File: src/hw/rtl/rnp_pkg.sv
// Shared types and constants for the RTP NAL fragment packetizer.
`timescale 1ns / 1ps
package rnp_pkg;

  // Width of NAL length and byte counters.
  localparam int LenBits = 16;

  // RTP fixed header length in bytes.
  localparam int RtpHdrLen = 12;

  // Configuration port address width: five 32-bit registers.
  localparam int PaddrBits = 5;

  // Default packet limit: Ethernet MTU less IP/UDP, plus RTP header and FU-A prefix.
  localparam int MtuBytes    = 1500;
  localparam int IpUdpBytes  = 28;
  localparam int MaxLenReset = MtuBytes - IpUdpBytes + RtpHdrLen + 2;
  localparam int PtReset     = 96;

  // RTP and fragmentation unit bit patterns.
  localparam logic [7:0] RtpVersionByte = 8'h80;
  localparam logic [7:0] H264NriMask    = 8'hE0;
  localparam logic [7:0] H264FuaType    = 8'h1C;
  localparam logic [7:0] H264TypeMask   = 8'h1F;
  localparam logic [7:0] H265KeepMask   = 8'h81;
  localparam logic [7:0] H265FuType     = 8'h62;
  localparam logic [7:0] H265TypeMask   = 8'h7E;
  localparam logic [7:0] FuStartBit     = 8'h80;
  localparam logic [7:0] FuEndBit       = 8'h40;

  // Register indexes on the configuration port.
  typedef enum logic [2:0] {
    RegCodecMode   = 3'd0,
    RegPayloadType = 3'd1,
    RegSourceId    = 3'd2,
    RegFirstSeq    = 3'd3,
    RegMaxLen      = 3'd4
  } reg_idx_e;

  // Configuration seen by the datapath.
  typedef struct packed {
    logic        codec_mode;
    logic [6:0]  payload_type;
    logic [31:0] source_id;
    logic [15:0] first_sequence;
    logic [15:0] max_packet_len;
  } cfg_t;

  // One burst of output bytes caused by one input byte.
  typedef struct packed {
    logic        hdr;       // burst opens with a 12-byte RTP header
    logic        marker;
    logic [15:0] seq;
    logic [31:0] stamp;
    logic [7:0]  pre0;      // FU indicator and header bytes
    logic [7:0]  pre1;
    logic [7:0]  pre2;
    logic [7:0]  data;
    logic        data_end;  // data byte closes its packet
    logic [3:0]  last_idx;  // index of the data byte in the burst
    logic [7:0]  chan;
  } desc_t;

endpackage

File: src/hw/rtl/rnp_in_if.sv
// Input channel: NAL bytes with valid/ready handshake.
`timescale 1ns / 1ps
interface rnp_in_if;
  import rnp_pkg::*;

  logic               valid;
  logic               ready;
  logic [7:0]         in_byte;
  logic               nal_first;
  logic [LenBits-1:0] nal_length;
  logic [31:0]        time_stamp;
  logic [7:0]         channel_tag;

  modport source (
    output valid, in_byte, nal_first, nal_length, time_stamp, channel_tag,
    input  ready
  );

  modport sink (
    input  valid, in_byte, nal_first, nal_length, time_stamp, channel_tag,
    output ready
  );
endinterface

File: src/hw/rtl/rnp_out_if.sv
// Output channel: RTP packet bytes with valid/ready handshake.
`timescale 1ns / 1ps
interface rnp_out_if;
  logic       valid;
  logic       ready;
  logic [7:0] out_byte;
  logic       packet_start;
  logic       packet_end;
  logic       run_last;
  logic [7:0] out_channel;

  modport source (
    output valid, out_byte, packet_start, packet_end, run_last, out_channel,
    input  ready
  );

  modport sink (
    input  valid, out_byte, packet_start, packet_end, run_last, out_channel,
    output ready
  );
endinterface

File: src/hw/rtl/rnp_step.sv
// Input register, packetizer state and the per-byte step logic.
`timescale 1ns / 1ps
module rnp_step (
  input  logic          clk_i,
  input  logic          rst_ni,
  input  rnp_pkg::cfg_t cfg_i,
  input  logic          seq_load_i,
  rnp_in_if.sink        in_i,
  output rnp_pkg::desc_t desc_o,
  output logic          desc_valid_o,
  input  logic          desc_ready_i
);
  import rnp_pkg::*;

  // Input register.
  logic               a_valid_q;
  logic [7:0]         a_byte_q;
  logic               a_first_q;
  logic [LenBits-1:0] a_len_q;
  logic [31:0]        a_ts_q;
  logic [7:0]         a_chan_q;

  // Packetizer state.
  logic [15:0]        seq_q, seq_d;
  logic [31:0]        stamp_q, stamp_d;
  logic [LenBits-1:0] left_q, left_d;
  logic [15:0]        fill_q, fill_d;
  logic               frag_q, frag_d;
  logic [15:0]        ind_q, ind_d;
  logic [7:0]         fu_q, fu_d;
  logic               firstfr_q, firstfr_d;
  logic               due_q, due_d;

  // Step combinational signals.
  logic               has_res;
  logic               adv;
  logic [1:0]         prefix_len;
  logic [1:0]         nal_hdr_len;
  logic [4:0]         ovh;
  logic [15:0]        fs;
  logic [LenBits-1:0] len_eff;
  logic               fits;
  logic [LenBits-1:0] left_dec;
  logic [15:0]        fill_inc;
  logic               last_fr;
  desc_t              desc;

  // Fragment payload size and fit test.
  always_comb begin
    prefix_len  = cfg_i.codec_mode ? 2'd3 : 2'd2;
    nal_hdr_len = cfg_i.codec_mode ? 2'd2 : 2'd1;
    ovh         = 5'(RtpHdrLen) + 5'(prefix_len);
    if (cfg_i.max_packet_len <= 16'(ovh)) begin
      fs = 16'd1;
    end else begin
      fs = cfg_i.max_packet_len - 16'(ovh);
    end
    len_eff  = (a_len_q == '0) ? LenBits'(1) : a_len_q;
    fits     = ((17'(len_eff) + 17'(ovh)) <= 17'(cfg_i.max_packet_len)) ||
               (len_eff <= LenBits'(nal_hdr_len));
    left_dec = left_q - LenBits'(1);
    fill_inc = fill_q + 16'd1;
    last_fr  = 32'(left_q) <= 32'(fs);
  end

  // Next state and output burst for the byte in the input register.
  always_comb begin
    stamp_d   = stamp_q;
    left_d    = left_q;
    fill_d    = fill_q;
    frag_d    = frag_q;
    ind_d     = ind_q;
    fu_d      = fu_q;
    firstfr_d = firstfr_q;
    due_d     = due_q;
    has_res   = 1'b0;

    desc          = '0;
    desc.seq      = seq_q;
    desc.stamp    = stamp_q;
    desc.data     = a_byte_q;
    desc.chan     = a_chan_q;

    priority if (a_first_q) begin
      stamp_d   = a_ts_q;
      fill_d    = '0;
      firstfr_d = 1'b1;
      due_d     = 1'b0;
      left_d    = len_eff - LenBits'(1);
      if (fits) begin
        // Whole NAL in one packet.
        frag_d        = 1'b0;
        has_res       = 1'b1;
        desc.hdr      = 1'b1;
        desc.marker   = 1'b1;
        desc.stamp    = a_ts_q;
        desc.data_end = (len_eff == LenBits'(1));
        desc.last_idx = 4'(RtpHdrLen);
      end else begin
        // Start fragmenting: take the NAL header apart.
        frag_d = 1'b1;
        if (cfg_i.codec_mode) begin
          ind_d = {(a_byte_q & H265KeepMask) | H265FuType, 8'h00};
          fu_d  = (a_byte_q & H265TypeMask) >> 1;
          due_d = 1'b1;
        end else begin
          ind_d = {8'h00, (a_byte_q & H264NriMask) | H264FuaType};
          fu_d  = a_byte_q & H264TypeMask;
        end
      end
    end else if (left_q == '0) begin
      // Stray byte outside any NAL.
    end else if (!frag_q) begin
      left_d        = left_dec;
      has_res       = 1'b1;
      desc.data_end = (left_dec == '0);
    end else if (due_q) begin
      // Second H.265 NAL header byte.
      ind_d  = {ind_q[15:8], a_byte_q};
      due_d  = 1'b0;
      left_d = left_dec;
      if (left_dec == '0) begin
        frag_d = 1'b0;
      end
    end else begin
      has_res = 1'b1;
      if (fill_q == '0) begin
        // First payload byte of a fragment: header and FU prefix go first.
        desc.hdr    = 1'b1;
        desc.marker = last_fr;
        firstfr_d   = 1'b0;
        if (cfg_i.codec_mode) begin
          desc.pre0     = ind_q[15:8];
          desc.pre1     = ind_q[7:0];
          desc.pre2     = fu_q | (firstfr_q ? FuStartBit : 8'h00) |
                          (last_fr ? FuEndBit : 8'h00);
          desc.last_idx = 4'(RtpHdrLen + 3);
        end else begin
          desc.pre0     = ind_q[7:0];
          desc.pre1     = fu_q | (firstfr_q ? FuStartBit : 8'h00) |
                          (last_fr ? FuEndBit : 8'h00);
          desc.last_idx = 4'(RtpHdrLen + 2);
        end
      end
      left_d = left_dec;
      if (left_dec == '0 || fill_inc >= fs) begin
        desc.data_end = 1'b1;
        fill_d        = '0;
        if (left_dec == '0) begin
          frag_d = 1'b0;
        end
      end else begin
        fill_d = fill_inc;
      end
    end
  end

  // Handshake: bytes without output leave the input register at once.
  assign adv          = a_valid_q && (!has_res || desc_ready_i);
  assign in_i.ready   = !a_valid_q || adv;
  assign desc_valid_o = a_valid_q && has_res;
  assign desc_o       = desc;

  // Sequence number: loaded by a register write, bumped once per header.
  always_comb begin
    seq_d = seq_q;
    if (seq_load_i) begin
      seq_d = cfg_i.first_sequence;
    end else if (adv && desc.hdr) begin
      seq_d = seq_q + 16'd1;
    end
  end

  // Input register control.
  always_ff @(posedge clk_i or negedge rst_ni) begin
    if (!rst_ni) begin
      a_valid_q <= 1'b0;
    end else if (in_i.ready) begin
      a_valid_q <= in_i.valid;
    end
  end

  // Input register payload.
  always_ff @(posedge clk_i) begin
    if (in_i.valid && in_i.ready) begin
      a_byte_q  <= in_i.in_byte;
      a_first_q <= in_i.nal_first;
      a_len_q   <= in_i.nal_length;
      a_ts_q    <= in_i.time_stamp;
      a_chan_q  <= in_i.channel_tag;
    end
  end

  // State registers.
  always_ff @(posedge clk_i or negedge rst_ni) begin
    if (!rst_ni) begin
      seq_q     <= '0;
      stamp_q   <= '0;
      left_q    <= '0;
      fill_q    <= '0;
      frag_q    <= 1'b0;
      ind_q     <= '0;
      fu_q      <= '0;
      firstfr_q <= 1'b1;
      due_q     <= 1'b0;
    end else begin
      seq_q <= seq_d;
      if (adv) begin
        stamp_q   <= stamp_d;
        left_q    <= left_d;
        fill_q    <= fill_d;
        frag_q    <= frag_d;
        ind_q     <= ind_d;
        fu_q      <= fu_d;
        firstfr_q <= firstfr_d;
        due_q     <= due_d;
      end
    end
  end

endmodule

File: src/hw/rtl/rnp_emit.sv
// Burst and output registers: one packet byte per cycle if not stalled.
`timescale 1ns / 1ps
module rnp_emit (
  input  logic           clk_i,
  input  logic           rst_ni,
  input  rnp_pkg::cfg_t  cfg_i,
  input  rnp_pkg::desc_t desc_i,
  input  logic           desc_valid_i,
  output logic           desc_ready_o,
  rnp_out_if.source      out_o
);
  import rnp_pkg::*;

  // Burst register.
  logic       b_valid_q;
  desc_t      b_desc_q;
  logic [3:0] idx_q;

  // Output register.
  logic       c_valid_q;
  logic [7:0] c_byte_q;
  logic       c_start_q;
  logic       c_end_q;
  logic       c_last_q;
  logic [7:0] c_chan_q;

  logic       c_load;
  logic       b_move;
  logic       b_last;
  logic       b_take;
  logic [7:0] sel_byte;
  logic [7:0] hdr_byte;
  logic [7:0] pre_byte;

  assign c_load       = !c_valid_q || out_o.ready;
  assign b_move       = b_valid_q && c_load;
  assign b_last       = (idx_q == b_desc_q.last_idx);
  assign b_take       = !b_valid_q || (b_move && b_last);
  assign desc_ready_o = b_take;

  // RTP header byte at the current index.
  always_comb begin
    unique case (idx_q)
      4'd0:    hdr_byte = RtpVersionByte;
      4'd1:    hdr_byte = {b_desc_q.marker, cfg_i.payload_type};
      4'd2:    hdr_byte = b_desc_q.seq[15:8];
      4'd3:    hdr_byte = b_desc_q.seq[7:0];
      4'd4:    hdr_byte = b_desc_q.stamp[31:24];
      4'd5:    hdr_byte = b_desc_q.stamp[23:16];
      4'd6:    hdr_byte = b_desc_q.stamp[15:8];
      4'd7:    hdr_byte = b_desc_q.stamp[7:0];
      4'd8:    hdr_byte = cfg_i.source_id[31:24];
      4'd9:    hdr_byte = cfg_i.source_id[23:16];
      4'd10:   hdr_byte = cfg_i.source_id[15:8];
      4'd11:   hdr_byte = cfg_i.source_id[7:0];
      default: hdr_byte = '0;
    endcase
  end

  // FU prefix byte: indexes 12 to 14 map to prefix slots 0 to 2.
  always_comb begin
    unique case (idx_q[1:0])
      2'd0:    pre_byte = b_desc_q.pre0;
      2'd1:    pre_byte = b_desc_q.pre1;
      2'd2:    pre_byte = b_desc_q.pre2;
      default: pre_byte = '0;
    endcase
  end

  // Data byte always closes the burst.
  always_comb begin
    priority if (b_last) begin
      sel_byte = b_desc_q.data;
    end else if (idx_q < 4'(RtpHdrLen)) begin
      sel_byte = hdr_byte;
    end else begin
      sel_byte = pre_byte;
    end
  end

  // Burst register control.
  always_ff @(posedge clk_i or negedge rst_ni) begin
    if (!rst_ni) begin
      b_valid_q <= 1'b0;
      idx_q     <= '0;
    end else if (b_take) begin
      b_valid_q <= desc_valid_i;
      idx_q     <= '0;
    end else if (b_move) begin
      idx_q <= idx_q + 4'd1;
    end
  end

  // Burst payload.
  always_ff @(posedge clk_i) begin
    if (b_take && desc_valid_i) begin
      b_desc_q <= desc_i;
    end
  end

  // Output register control.
  always_ff @(posedge clk_i or negedge rst_ni) begin
    if (!rst_ni) begin
      c_valid_q <= 1'b0;
    end else if (c_load) begin
      c_valid_q <= b_valid_q;
    end
  end

  // Output register payload.
  always_ff @(posedge clk_i) begin
    if (b_move) begin
      c_byte_q  <= sel_byte;
      c_start_q <= b_desc_q.hdr && (idx_q == '0);
      c_end_q   <= b_last && b_desc_q.data_end;
      c_last_q  <= b_last;
      c_chan_q  <= b_desc_q.chan;
    end
  end

  assign out_o.valid        = c_valid_q;
  assign out_o.out_byte     = c_byte_q;
  assign out_o.packet_start = c_start_q;
  assign out_o.packet_end   = c_end_q;
  assign out_o.run_last     = c_last_q;
  assign out_o.out_channel  = c_chan_q;

endmodule

File: src/hw/rtl/rtp_nal_fragment_packetizer.sv
// Top level of the RTP packetizer for H.264 FU-A and H.265 FU fragmentation.
`timescale 1ns / 1ps
// Takes one NAL byte per request and emits RTP packet bytes, one per cycle
// while the output is ready. A NAL byte that continues a packet yields one
// output byte and the input takes a new byte every cycle unless stalled. A
// byte that opens a packet yields 13 to 16 output bytes (12-byte RTP header,
// FU indicator and FU header) and holds the input until the burst register
// has sent them all. NAL header bytes of a fragmented NAL are absorbed with
// no output. Bytes pass the input, burst and output registers. The user must
// write registers over the APB port only while idle; the block does not
// enforce it. Writing first_sequence also reloads the running sequence number.
module rtp_nal_fragment_packetizer (
  input  logic                          clk_i,
  input  logic                          rst_ni,
  rnp_in_if.sink                        in_i,
  rnp_out_if.source                     out_o,
  input  logic                          psel,
  input  logic                          penable,
  input  logic                          pwrite,
  input  logic [rnp_pkg::PaddrBits-1:0] paddr,
  input  logic [31:0]                   pwdata,
  output logic [31:0]                   prdata,
  output logic                          pready
);
  import rnp_pkg::*;

  logic        mode_q;
  logic [6:0]  pt_q;
  logic [31:0] ssrc_q;
  logic [15:0] fseq_q;
  logic [15:0] maxlen_q;
  logic        wr_en;
  logic [2:0]  reg_idx;
  logic        seq_load;
  cfg_t        cfg;
  desc_t       desc;
  logic        desc_valid;
  logic        desc_ready;

  assign pready   = 1'b1;
  assign wr_en    = psel && penable && pwrite;
  assign reg_idx  = paddr[PaddrBits-1:2];
  assign seq_load = wr_en && (reg_idx == RegFirstSeq);

  // Configuration registers.
  always_ff @(posedge clk_i or negedge rst_ni) begin
    if (!rst_ni) begin
      mode_q   <= 1'b0;
      pt_q     <= 7'(PtReset);
      ssrc_q   <= '0;
      fseq_q   <= '0;
      maxlen_q <= 16'(MaxLenReset);
    end else if (wr_en) begin
      unique case (reg_idx)
        RegCodecMode:   mode_q   <= pwdata[0];
        RegPayloadType: pt_q     <= pwdata[6:0];
        RegSourceId:    ssrc_q   <= pwdata;
        RegFirstSeq:    fseq_q   <= pwdata[15:0];
        RegMaxLen:      maxlen_q <= pwdata[15:0];
        default: ;
      endcase
    end
  end

  // Register readback.
  always_comb begin
    unique case (reg_idx)
      RegCodecMode:   prdata = {31'd0, mode_q};
      RegPayloadType: prdata = {25'd0, pt_q};
      RegSourceId:    prdata = ssrc_q;
      RegFirstSeq:    prdata = {16'd0, fseq_q};
      RegMaxLen:      prdata = {16'd0, maxlen_q};
      default:        prdata = '0;
    endcase
  end

  // A first_sequence write passes its new value straight through, so the
  // running sequence number loads it at the same edge as the register.
  always_comb begin
    cfg.codec_mode     = mode_q;
    cfg.payload_type   = pt_q;
    cfg.source_id      = ssrc_q;
    cfg.first_sequence = seq_load ? pwdata[15:0] : fseq_q;
    cfg.max_packet_len = maxlen_q;
  end

  rnp_step u_step (
    .clk_i        (clk_i),
    .rst_ni       (rst_ni),
    .cfg_i        (cfg),
    .seq_load_i   (seq_load),
    .in_i         (in_i),
    .desc_o       (desc),
    .desc_valid_o (desc_valid),
    .desc_ready_i (desc_ready)
  );

  rnp_emit u_emit (
    .clk_i        (clk_i),
    .rst_ni       (rst_ni),
    .cfg_i        (cfg),
    .desc_i       (desc),
    .desc_valid_i (desc_valid),
    .desc_ready_o (desc_ready),
    .out_o        (out_o)
  );

endmodule

File: src/flat_wrapper.sv
// flat-port wrapper written by rule: the top's interface ports become plain ports
module rtp_nal_fragment_packetizer_flat import rnp_pkg::*;
  (clk_i, rst_ni, psel, penable, pwrite, paddr, pwdata, prdata, pready, in_i_valid, in_i_in_byte, in_i_nal_first, in_i_nal_length, in_i_time_stamp, in_i_channel_tag, in_i_ready, out_o_valid, out_o_out_byte, out_o_packet_start, out_o_packet_end, out_o_run_last, out_o_out_channel, out_o_ready);
  rnp_in_if in_i_i ();
  rnp_out_if out_o_i ();
  input  logic clk_i;
  input  logic rst_ni;
  input  logic psel;
  input  logic penable;
  input  logic pwrite;
  input  logic [rnp_pkg::PaddrBits-1:0] paddr;
  input  logic [31:0] pwdata;
  output logic [31:0] prdata;
  output logic pready;
  input wire logic [$bits(in_i_i.valid)-1:0] in_i_valid;
  input wire logic [$bits(in_i_i.in_byte)-1:0] in_i_in_byte;
  input wire logic [$bits(in_i_i.nal_first)-1:0] in_i_nal_first;
  input wire logic [$bits(in_i_i.nal_length)-1:0] in_i_nal_length;
  input wire logic [$bits(in_i_i.time_stamp)-1:0] in_i_time_stamp;
  input wire logic [$bits(in_i_i.channel_tag)-1:0] in_i_channel_tag;
  output wire logic [$bits(in_i_i.ready)-1:0] in_i_ready;
  output wire logic [$bits(out_o_i.valid)-1:0] out_o_valid;
  output wire logic [$bits(out_o_i.out_byte)-1:0] out_o_out_byte;
  output wire logic [$bits(out_o_i.packet_start)-1:0] out_o_packet_start;
  output wire logic [$bits(out_o_i.packet_end)-1:0] out_o_packet_end;
  output wire logic [$bits(out_o_i.run_last)-1:0] out_o_run_last;
  output wire logic [$bits(out_o_i.out_channel)-1:0] out_o_out_channel;
  input wire logic [$bits(out_o_i.ready)-1:0] out_o_ready;
  assign in_i_i.valid = in_i_valid;
  assign in_i_i.in_byte = in_i_in_byte;
  assign in_i_i.nal_first = in_i_nal_first;
  assign in_i_i.nal_length = in_i_nal_length;
  assign in_i_i.time_stamp = in_i_time_stamp;
  assign in_i_i.channel_tag = in_i_channel_tag;
  assign in_i_ready = in_i_i.ready;
  assign out_o_valid = out_o_i.valid;
  assign out_o_out_byte = out_o_i.out_byte;
  assign out_o_packet_start = out_o_i.packet_start;
  assign out_o_packet_end = out_o_i.packet_end;
  assign out_o_run_last = out_o_i.run_last;
  assign out_o_out_channel = out_o_i.out_channel;
  assign out_o_i.ready = out_o_ready;
  rtp_nal_fragment_packetizer u_core (.clk_i(clk_i), .rst_ni(rst_ni), .in_i(in_i_i), .out_o(out_o_i), .psel(psel), .penable(penable), .pwrite(pwrite), .paddr(paddr), .pwdata(pwdata), .prdata(prdata), .pready(pready));
endmodule
File: config.mk
export PLATFORM = sky130hd
export DESIGN_NAME = rtp_nal_fragment_packetizer_flat
export DESIGN_NICKNAME = d
export VERILOG_FILES = /design/src/hw/rtl/rnp_pkg.sv /design/src/hw/rtl/rnp_in_if.sv /design/src/hw/rtl/rnp_out_if.sv /design/src/hw/rtl/rnp_step.sv /design/src/hw/rtl/rnp_emit.sv /design/src/hw/rtl/rtp_nal_fragment_packetizer.sv /design/src/flat_wrapper.sv
export SDC_FILE = /design/constraint.sdc
export NUM_CORES = 1
export LEC_CHECK = 0
export BUFFER_PORTS_ARGS = -buffer_cell sky130_fd_sc_hd__buf_2
export CORE_ASPECT_RATIO = 0.75
export CORE_MARGIN = 1
export CORE_UTILIZATION = 40
export CTS_CLUSTER_DIAMETER = 120
export DETAILED_ROUTE_END_ITERATION = 6
export GPL_TIMING_DRIVEN = 0
export PLACE_DENSITY_LB_ADDON = 0.05
export RECOVER_POWER = 50
export SLEW_MARGIN = 10
export SYNTH_ARGS = -nofsm -noshare
export SYNTH_HDL_FRONTEND = slang
export SYNTH_HIERARCHICAL = 1
export SYNTH_SLANG_ARGS = --single-unit
File: constraint.sdc
create_clock -name clk_i -period 11.84 [get_ports clk_i]
set_input_delay 1.776 -clock clk_i [delete_from_list [all_inputs] [get_ports clk_i]]
set_output_delay 1.776 -clock clk_i [all_outputs]
set_load 0.005 [all_outputs]
Word level (Yosys, flattened, before mapping):

Index checks and enable logic that the tools add are counted.

* bits in registers: 365
* bits of input ports: 109
* bits in writable memories: 0
* logic and storage cells: 199
* memory bits (read-only): 0
* memories kept: 0
* output and inout bits: 54
* bits in latches: 0

* shift operators: 0
* equality and inequality tests: 22
* reductions and logical operators: 48
* bitwise operators: 6
* $lt $le $gt $ge: 6
* divide/modulo/power cells: 0
* $mul: 0
* multiplexer cells: 69
* add/sub/neg operators: 8

Operators by type and width (number)
* 16-bit two-way mux: 15
* 32-bit one-hot mux with 5 select lines: 1
* 8-bit one-hot mux with 12 select lines: 1
* 16-bit logical NOT: 4
* 32-bit two-way mux: 2
* 8-bit two-way mux: 6
* 16-bit by 1-bit adder with 16-bit output, second input constant: 2
* 16-bit by 1-bit subtractor with 16-bit output, second input constant: 2
* 1-bit two-way mux: 26
* 8-bit one-hot mux with 3 select lines: 1
* 5-bit two-way mux: 4
* 16-bit by 5-bit adder with 17-bit output: 1
* 17-bit by 16-bit less-or-equal comparator with 1-bit output: 1
* 16-bit by 1-bit equality test with 1-bit output, second input constant: 1
* 4-bit by 3-bit equality test with 1-bit output, second input constant: 4
* 4-bit equality test, second input constant: 4
* 16-bit greater-or-equal comparator: 1
* 16-bit less-or-equal comparator: 1
* 16-bit by 2-bit less-or-equal comparator with 1-bit output: 1
* 16-bit by 5-bit less-or-equal comparator with 1-bit output: 1
* 4-bit two-way mux: 4
* 16-bit by 5-bit subtractor with 16-bit output: 1
* 2-bit two-way mux: 7
* 2-bit AND reduction: 7
* other kinds (29): 61

Logic depth before layout (Yosys ltp):

* word-level depth: 13
* depth in mapped cells: 25
* mapped depth without buffers: 21

Modules after synthesis:

The synthesis kept the hierarchy.

Modules (own cells, without submodules)
* rnp_step: area each 10058.4 µm², sequential area each 4480.5 µm², instances 1, cells an instance 1030
* rnp_emit: area each 4838.4 µm², sequential area each 3573.4 µm², instances 1, cells an instance 308
* rtp_nal_fragment_packetizer: area each 3276.9 µm², sequential area each 1813.0 µm², instances 1, cells an instance 231

Least setup slack after synthesis:

OpenSTA, ideal clock, no wires.

* path kind: reg2reg
* start point: reg u_core.u_step.a_len_q[7]
* end point: reg u_core.u_step.a_byte_q[0], enable pin
* setup time: 0.495 ns
* clock period less this slack: 7.058 ns
* required time: 11.345 ns
* slack: 4.782 ns
* buffers on the path: 1
* cell stages (with the launch flop): 22
* data arrival time: 6.562 ns
* cells stage by stage: edfxtp_1 buf_6 nor4_4 and4_4 a21oi_1 inv_1 ha_1 inv_1 ha_1 nand2_1 nand3_1 nor2_1 nand3_1 xnor2_1 ha_1 o21ai_0 a21oi_1 a2bb2oi_1 a311oi_2 o21ai_0 nor2_1 nor2b_1

* word-level cells in the longest chain between the ends: 12
* elaborated cells on any way between the ends: 13
* those cells by class: add/sub: 1; order compare: 2; mux: 3; reduce/logical: 7

RTL lines
* from (decl): RTL line rnp_step.sv:19 `logic [LenBits-1:0] a_len_q;`
* from (signal assigned): RTL line rnp_step.sv:188 `a_len_q <= in_i.nal_length;`
* 16-bit logical NOT: RTL line rnp_step.sv:58 `len_eff = (a_len_q == '0) ? LenBits'(1) : a_len_q;`
* 16-bit two-way mux *: RTL line rnp_step.sv:58
* 16-bit by 5-bit adder with 17-bit output: RTL line rnp_step.sv:59 `fits = ((17'(len_eff) + 17'(ovh)) <= 17'(cfg_i.max_packet_len)) ||`
* 17-bit by 16-bit less-or-equal comparator with 1-bit output: RTL line rnp_step.sv:59
* 1-bit logical OR *: RTL line rnp_step.sv:59
* 1-bit two-way mux *: RTL line rnp_step.sv:90 `if (fits) begin`
* 1-bit two-way mux *: RTL line rnp_step.sv:84 `priority if (a_first_q) begin`
* 1-bit logical NOT *: RTL line rnp_step.sv:159 `assign adv = a_valid_q && (!has_res || desc_ready_i);`
* 1-bit logical OR *: RTL line rnp_step.sv:159
* 1-bit logical AND *: RTL line rnp_step.sv:159
* 1-bit logical OR *: RTL line rnp_step.sv:160 `assign in_i.ready = !a_valid_q || adv;`
* 1-bit logical AND *: RTL line rnp_step.sv:185 `if (in_i.valid && in_i.ready) begin`
* to (signal assigned): RTL line rnp_step.sv:186 `a_byte_q <= in_i.in_byte;`
* to (decl): RTL line rnp_step.sv:17 `logic [7:0] a_byte_q;`

Every way passes the cells marked *; elsewhere a longest branch is shown, timed or not.
A chain may end at the register's enable or synchronous reset.

Worst setup path in the final report:

* start point: reg u_core.u_step.a_len_q[12]
* end point: out in_i_ready

* word-level cells in the longest chain between the ends: 11
* elaborated cells on any way between the ends: 12
* those cells by class: add/sub: 1; order compare: 2; mux: 3; reduce/logical: 6

RTL lines
* 16-bit logical NOT: RTL line rnp_step.sv:58
* 16-bit two-way mux *: RTL line rnp_step.sv:58
* 16-bit by 5-bit adder with 17-bit output: RTL line rnp_step.sv:59
* 17-bit by 16-bit less-or-equal comparator with 1-bit output: RTL line rnp_step.sv:59
* 1-bit logical OR *: RTL line rnp_step.sv:59
* 1-bit two-way mux *: RTL line rnp_step.sv:90
* 1-bit two-way mux *: RTL line rnp_step.sv:84
* 1-bit logical NOT *: RTL line rnp_step.sv:159
* 1-bit logical OR *: RTL line rnp_step.sv:159
* 1-bit logical AND *: RTL line rnp_step.sv:159
* 1-bit logical OR *: RTL line rnp_step.sv:160
* to (decl): RTL line flat_wrapper.sv:21 `output wire logic [$bits(in_i_i.ready)-1:0] in_i_ready;`

Marks and branches as above.

==> metrics.md <==
| Metric | Value |
|---|---|
| Status | finished with violations |
| Failing checks | capacitance limit, slew limit |
| Endpoints failing setup | 0 |
| Io pins | ~160 |
| Worst min-delay path class | flop to flop |
| Synth area leader | edfxtp_1 |
| Clock transition at path regs | around 0.06 ns |
| Biggest cell delay along the critical path | 0.51 ns |
| Worst slew margin | -211.5% |
| CORE AREA | about 45000 um2 |
| Htree depth | 2 |
| Residual DRC count | 0 |
| Syn Area/Cell | 11.58 um2 |
| R2R cell count | 24 |
| CTS tree | done |
| Cells after Synth | roughly 1600 |
| RSZ-0062 raised after global routing | false |
| TNS Setup | 0 ns |
| CP endpoint | in_i_ready |
| Fin nets | approximately 1900 |
| Critical Path Source | u_core/u_step/a_len_q[12] |
| Mapped cell area | 18170 um2 |
| Async SR Flop Fraction | around half |
| Global-route usage over all layers | roughly a quarter |
| Post-CTS resize count | 0 |
| Grt total ovfl | 0 |
| Number of synthesized flops with an enable pin | 179 |
| Avg WL per Cell | 23.14 um |
| DRT iter0 DRCs | 1182 |
| Pwr Density | roughly 230 nW/um2 |
| Lkg Pwr | 8.675 nW |
| Seq/Total Area, Yosys | a little over half |
| Pin count of the biggest net entering global routing | just over 100 |
| Vias in the first global route | between 10000 and 15000 |
| Hpwl dp | 42.02 mm |
| Fin crit share | between 60 and 70% |
| Fmax | 128.7 MHz |
| Critical Path RT | between 10 and 15 ns |
| Initial antenna violation count | 4 |
| Top FF cell, synth | edfxtp_1 |
| Post-synthesis register bit count | 358 |
| DRT antenna net count | 0 |
| Final WS setup | between 4 and 5 ns |
| # diodes | 0 |
| IR Drop Worst-Case VDD | about 0.11 mV |
| Synthesis-to-finish area growth | 15.59% |
| Via count | roughly 13000 |
| Yosys top cell area share | approximately 30% |
| Initial core utilization | around 41% |
| Critical path endpoint category | primary output |
| IO buf count | 158 |
| Post-CTS Setup Inserts | 0 |
| Syn_nets | approximately 1700 |
| First-pass detailed-route iteration total | 5 |
| Routed vias/inst | roughly 5.6 |
| Core Rows | 67 |
| CP Class | flop to primary output |
| Yosys warnings | 6 |
| Yosys cell types | 87 |
| CP Launch Type | flop |
| Max-Cap Viols | 1 |
| CP max-delay cell | a311oi_4 |
| Clk Latency, worst-skew pair | roughly 0.55 ns |
| Die Wd | approximately 250 um |
| Arr. time, crit path | approximately 6 ns |
| CTS max path bufs | 3 |
| DIE HEIGHT | 186.6 um |
| Crit-path cells | buf_2 -> nor4_2 -> and4_4 -> a21oi_1 -> inv_1 -> ha_1 -> inv_1 -> ha_1 -> nand2_1 -> nand3_1 -> nor2_1 -> nand3_1 -> xnor2_1 -> ha_1 -> a21oi_1 -> o21ai_0 -> a211oi_1 -> nand2_1 -> a311oi_4 -> buf_6 -> o21ai_0 -> nor2_1 -> inv_1 -> buf_2 |
| Gp weighted congestion | slightly above 0.9 |
| CTS Buf Count | 39 |
| Worst-Margin Slew | ~4.7 ns |
| Full die area | approximately 46000 um2 |
| Crit path time final | between 7 and 8 ns |
| R2R Path Start | u_core/u_step/a_len_q[12] |
| R2r setup slk | between 5 and 6 ns |
| Fin. Hold Viols | 0 |
| Clock root buffer | clkbuf_16 |
| Share of cells above drive strength 1 | approximately 20% |
| Setup Skew | around 0.024 ns |
| CTS Sinks | roughly 360 |
| First-pass GRT wire length | 82.27 mm |
| Crit-path max FO | 8 |
| # hold bufs at CTS | 0 |
| Crit Reg-Reg Endpoint | u_core/u_emit/b_desc_q[4] |
| Slew Limit Fails | 79 |
| Min-delay src | u_core/u_emit/b_desc_q[1] |
| Area contributors post-synth | edfxtp_1 (30%), dfrtp_1 (23%), mux2_2 (5.9%) |
| Post-Route WL | 55.31 mm |
| Dpl ws | 4.686 ns |
-- per-layer routing --
| layer | GRT usage (%) | vias up | wire [um] |
|---|---|---|---|
| met5 | 0 | - | 27 |
| met4 | 4.995 | 4 | 965 |
| met3 | 5.422 | 68 | 4347 |
| met2 | 30.92 | 437 | 21340 |
| met1 | 39.86 | 6683 | 28630 |
| li1 | - | 6209 | - |
-- logic make-up after synthesis --
logic type / after synthesis / share of synthesized area (%)
buffers and inverters: 135 / 3.573
other: 1 / 0.02063
flip-flops: 358 / 54.29
XOR/XNOR: 71 / 3.422
AO/OA/AOI/OAI: 305 / 12.14
AND/OR/NAND/NOR: 493 / 13.56
multiplexers: 141 / 8.510
adder cells (fa/ha/maj): 65 / 4.475
-- stage by stage --
| step | total power [W] | cells | hold slack (ns) | util (%) | area, um2 |
|---|---|---|---|---|---|
| 6_report | 0.004902 | 2390 | 0.4183 | 46.93 | 21010 |
| 5_1_grt | 0.005198 | 2390 | 0.4234 | 46.93 | 21010 |
| 4_1_cts | 0.004935 | 2390 | 0.4206 | 47.19 | 21120 |
| 3_5_place_dp | 0.003690 | 2318 | 0.4066 | 44.31 | 19840 |
| 3_3_place_gp | 0.003660 | 2313 | 0.4022 | 44.00 | 19700 |
| 2_1_floorplan | 0.003026 | 1569 | 0.4003 | - | 18170 |
-- worst min-delay path by stage --
stage                                                    end  slack [ns]  cells after the start
after floorplan                    u_core/u_emit/b_desc_q[0]        0.40                      0
final                     u_core/u_emit/out_o.out_channel[1]        0.42                      0
after CTS                          u_core/u_emit/b_desc_q[1]        0.42                      0
after detailed placement           u_core/u_emit/b_desc_q[1]        0.41                      0
after global routing               u_core/u_emit/b_desc_q[1]        0.42                      0
after global placement    u_core/u_emit/out_o.out_channel[0]        0.40                      0
-- sequential cells by signal, indices dropped and copies added, names as in the netlist, 7 cells and up --
signal                           flops
u_core/u_step/stamp_q               32
u_core/u_step/a_len_q               16
u_core/u_step/a_chan_q               8
u_core/u_emit/out_o.out_byte         8
u_core/u_emit/out_o.out_channel      8
u_core/u_step/ind_q                 11
u_core/maxlen_q                     16
u_core/fseq_q                       16
u_core/u_step/a_ts_q                32
u_core/pt_q                          7
u_core/u_step/fill_q                16
u_core/ssrc_q                       32
u_core/u_step/left_q                16
u_core/u_step/seq_q                 16
u_core/u_emit/b_desc_q              95
u_core/u_step/a_byte_q               8
-- cells in the final DEF (no fill, tap or decap), types with 48 or more instances in the layout --
| master | n |
|---|---|
| buf_2 | 174 |
| xnor2_1 | 48 |
| o21ai_0 | 55 |
| mux2_2 | 82 |
| a21oi_1 | 48 |
| edfxtp_1 | 179 |
| dfrtp_1 | 169 |
| nand2_1 | 206 |
| nor2_1 | 73 |
| inv_1 | 49 |
| ha_1 | 65 |
| clkbuf_1 | 63 |
-- critical path, delay by kind of cell, from the launching register on --
kind                       cells  cell delay [ns]
AOI/OAI and AO/OA              6             1.44
adders and majority gates      3             0.73
and+or+nand+nor                8             1.79
buffers and inverters          6             0.77
DFF                            1             0.36
xor gates and xnor gates       1             0.35
-- power breakdown --
| group | switching, W | total, W | internal, W |
|---|---|---|---|
| registers | 0.000279 | 0.00198 | 0.00170 |
| clock network | 0.000503 | 0.00122 | 0.000718 |
| logic | 0.00106 | 0.00171 | 0.000650 |
| total | 0.00184 | 0.00490 | 0.00306 |
-- cell type report --
type / instances / area [um2]
Timing Repair Buffer: 163 / 887.1
Buffer: 85 / 421.7
Inverter: 50 / 188.9
Clock buffer: 58 / 1147
Fill cell: 4166 / 23760
Multi-Input combinational cell: 1076 / 7622
Sequential cell: 358 / 9867
Tap cell: 586 / 733.2
Clock inverter: 14 / 140.1
-- Yosys cell counts, types with 9 or more instances --
cell type and instances:
nand2_1 206, edfxtp_1 179, dfrtp_1 169, mux2_2 96, nor2_1 71, ha_1 65, o21ai_0 55, inv_1 49
a21oi_1 48, xnor2_1 48, nand3_1 42, clkbuf_1 37, a22oi_1 33, mux2i_1 33, and3_1 28, buf_2 27
a22o_1 26, xor2_1 23, and2_1 21, nor3_1 21, nand4_1 18, nand2b_1 16, nor2b_1 16, o22ai_1 14
nor4_1 13, a21o_1 12, mux2_1 12, o2bb2ai_1 12, a211oi_1 10, a31oi_1 10, buf_4 10, dfstp_2 10
o31ai_1 10, buf_6 9
No activity file was read; power rests on OpenSTA's default activity.
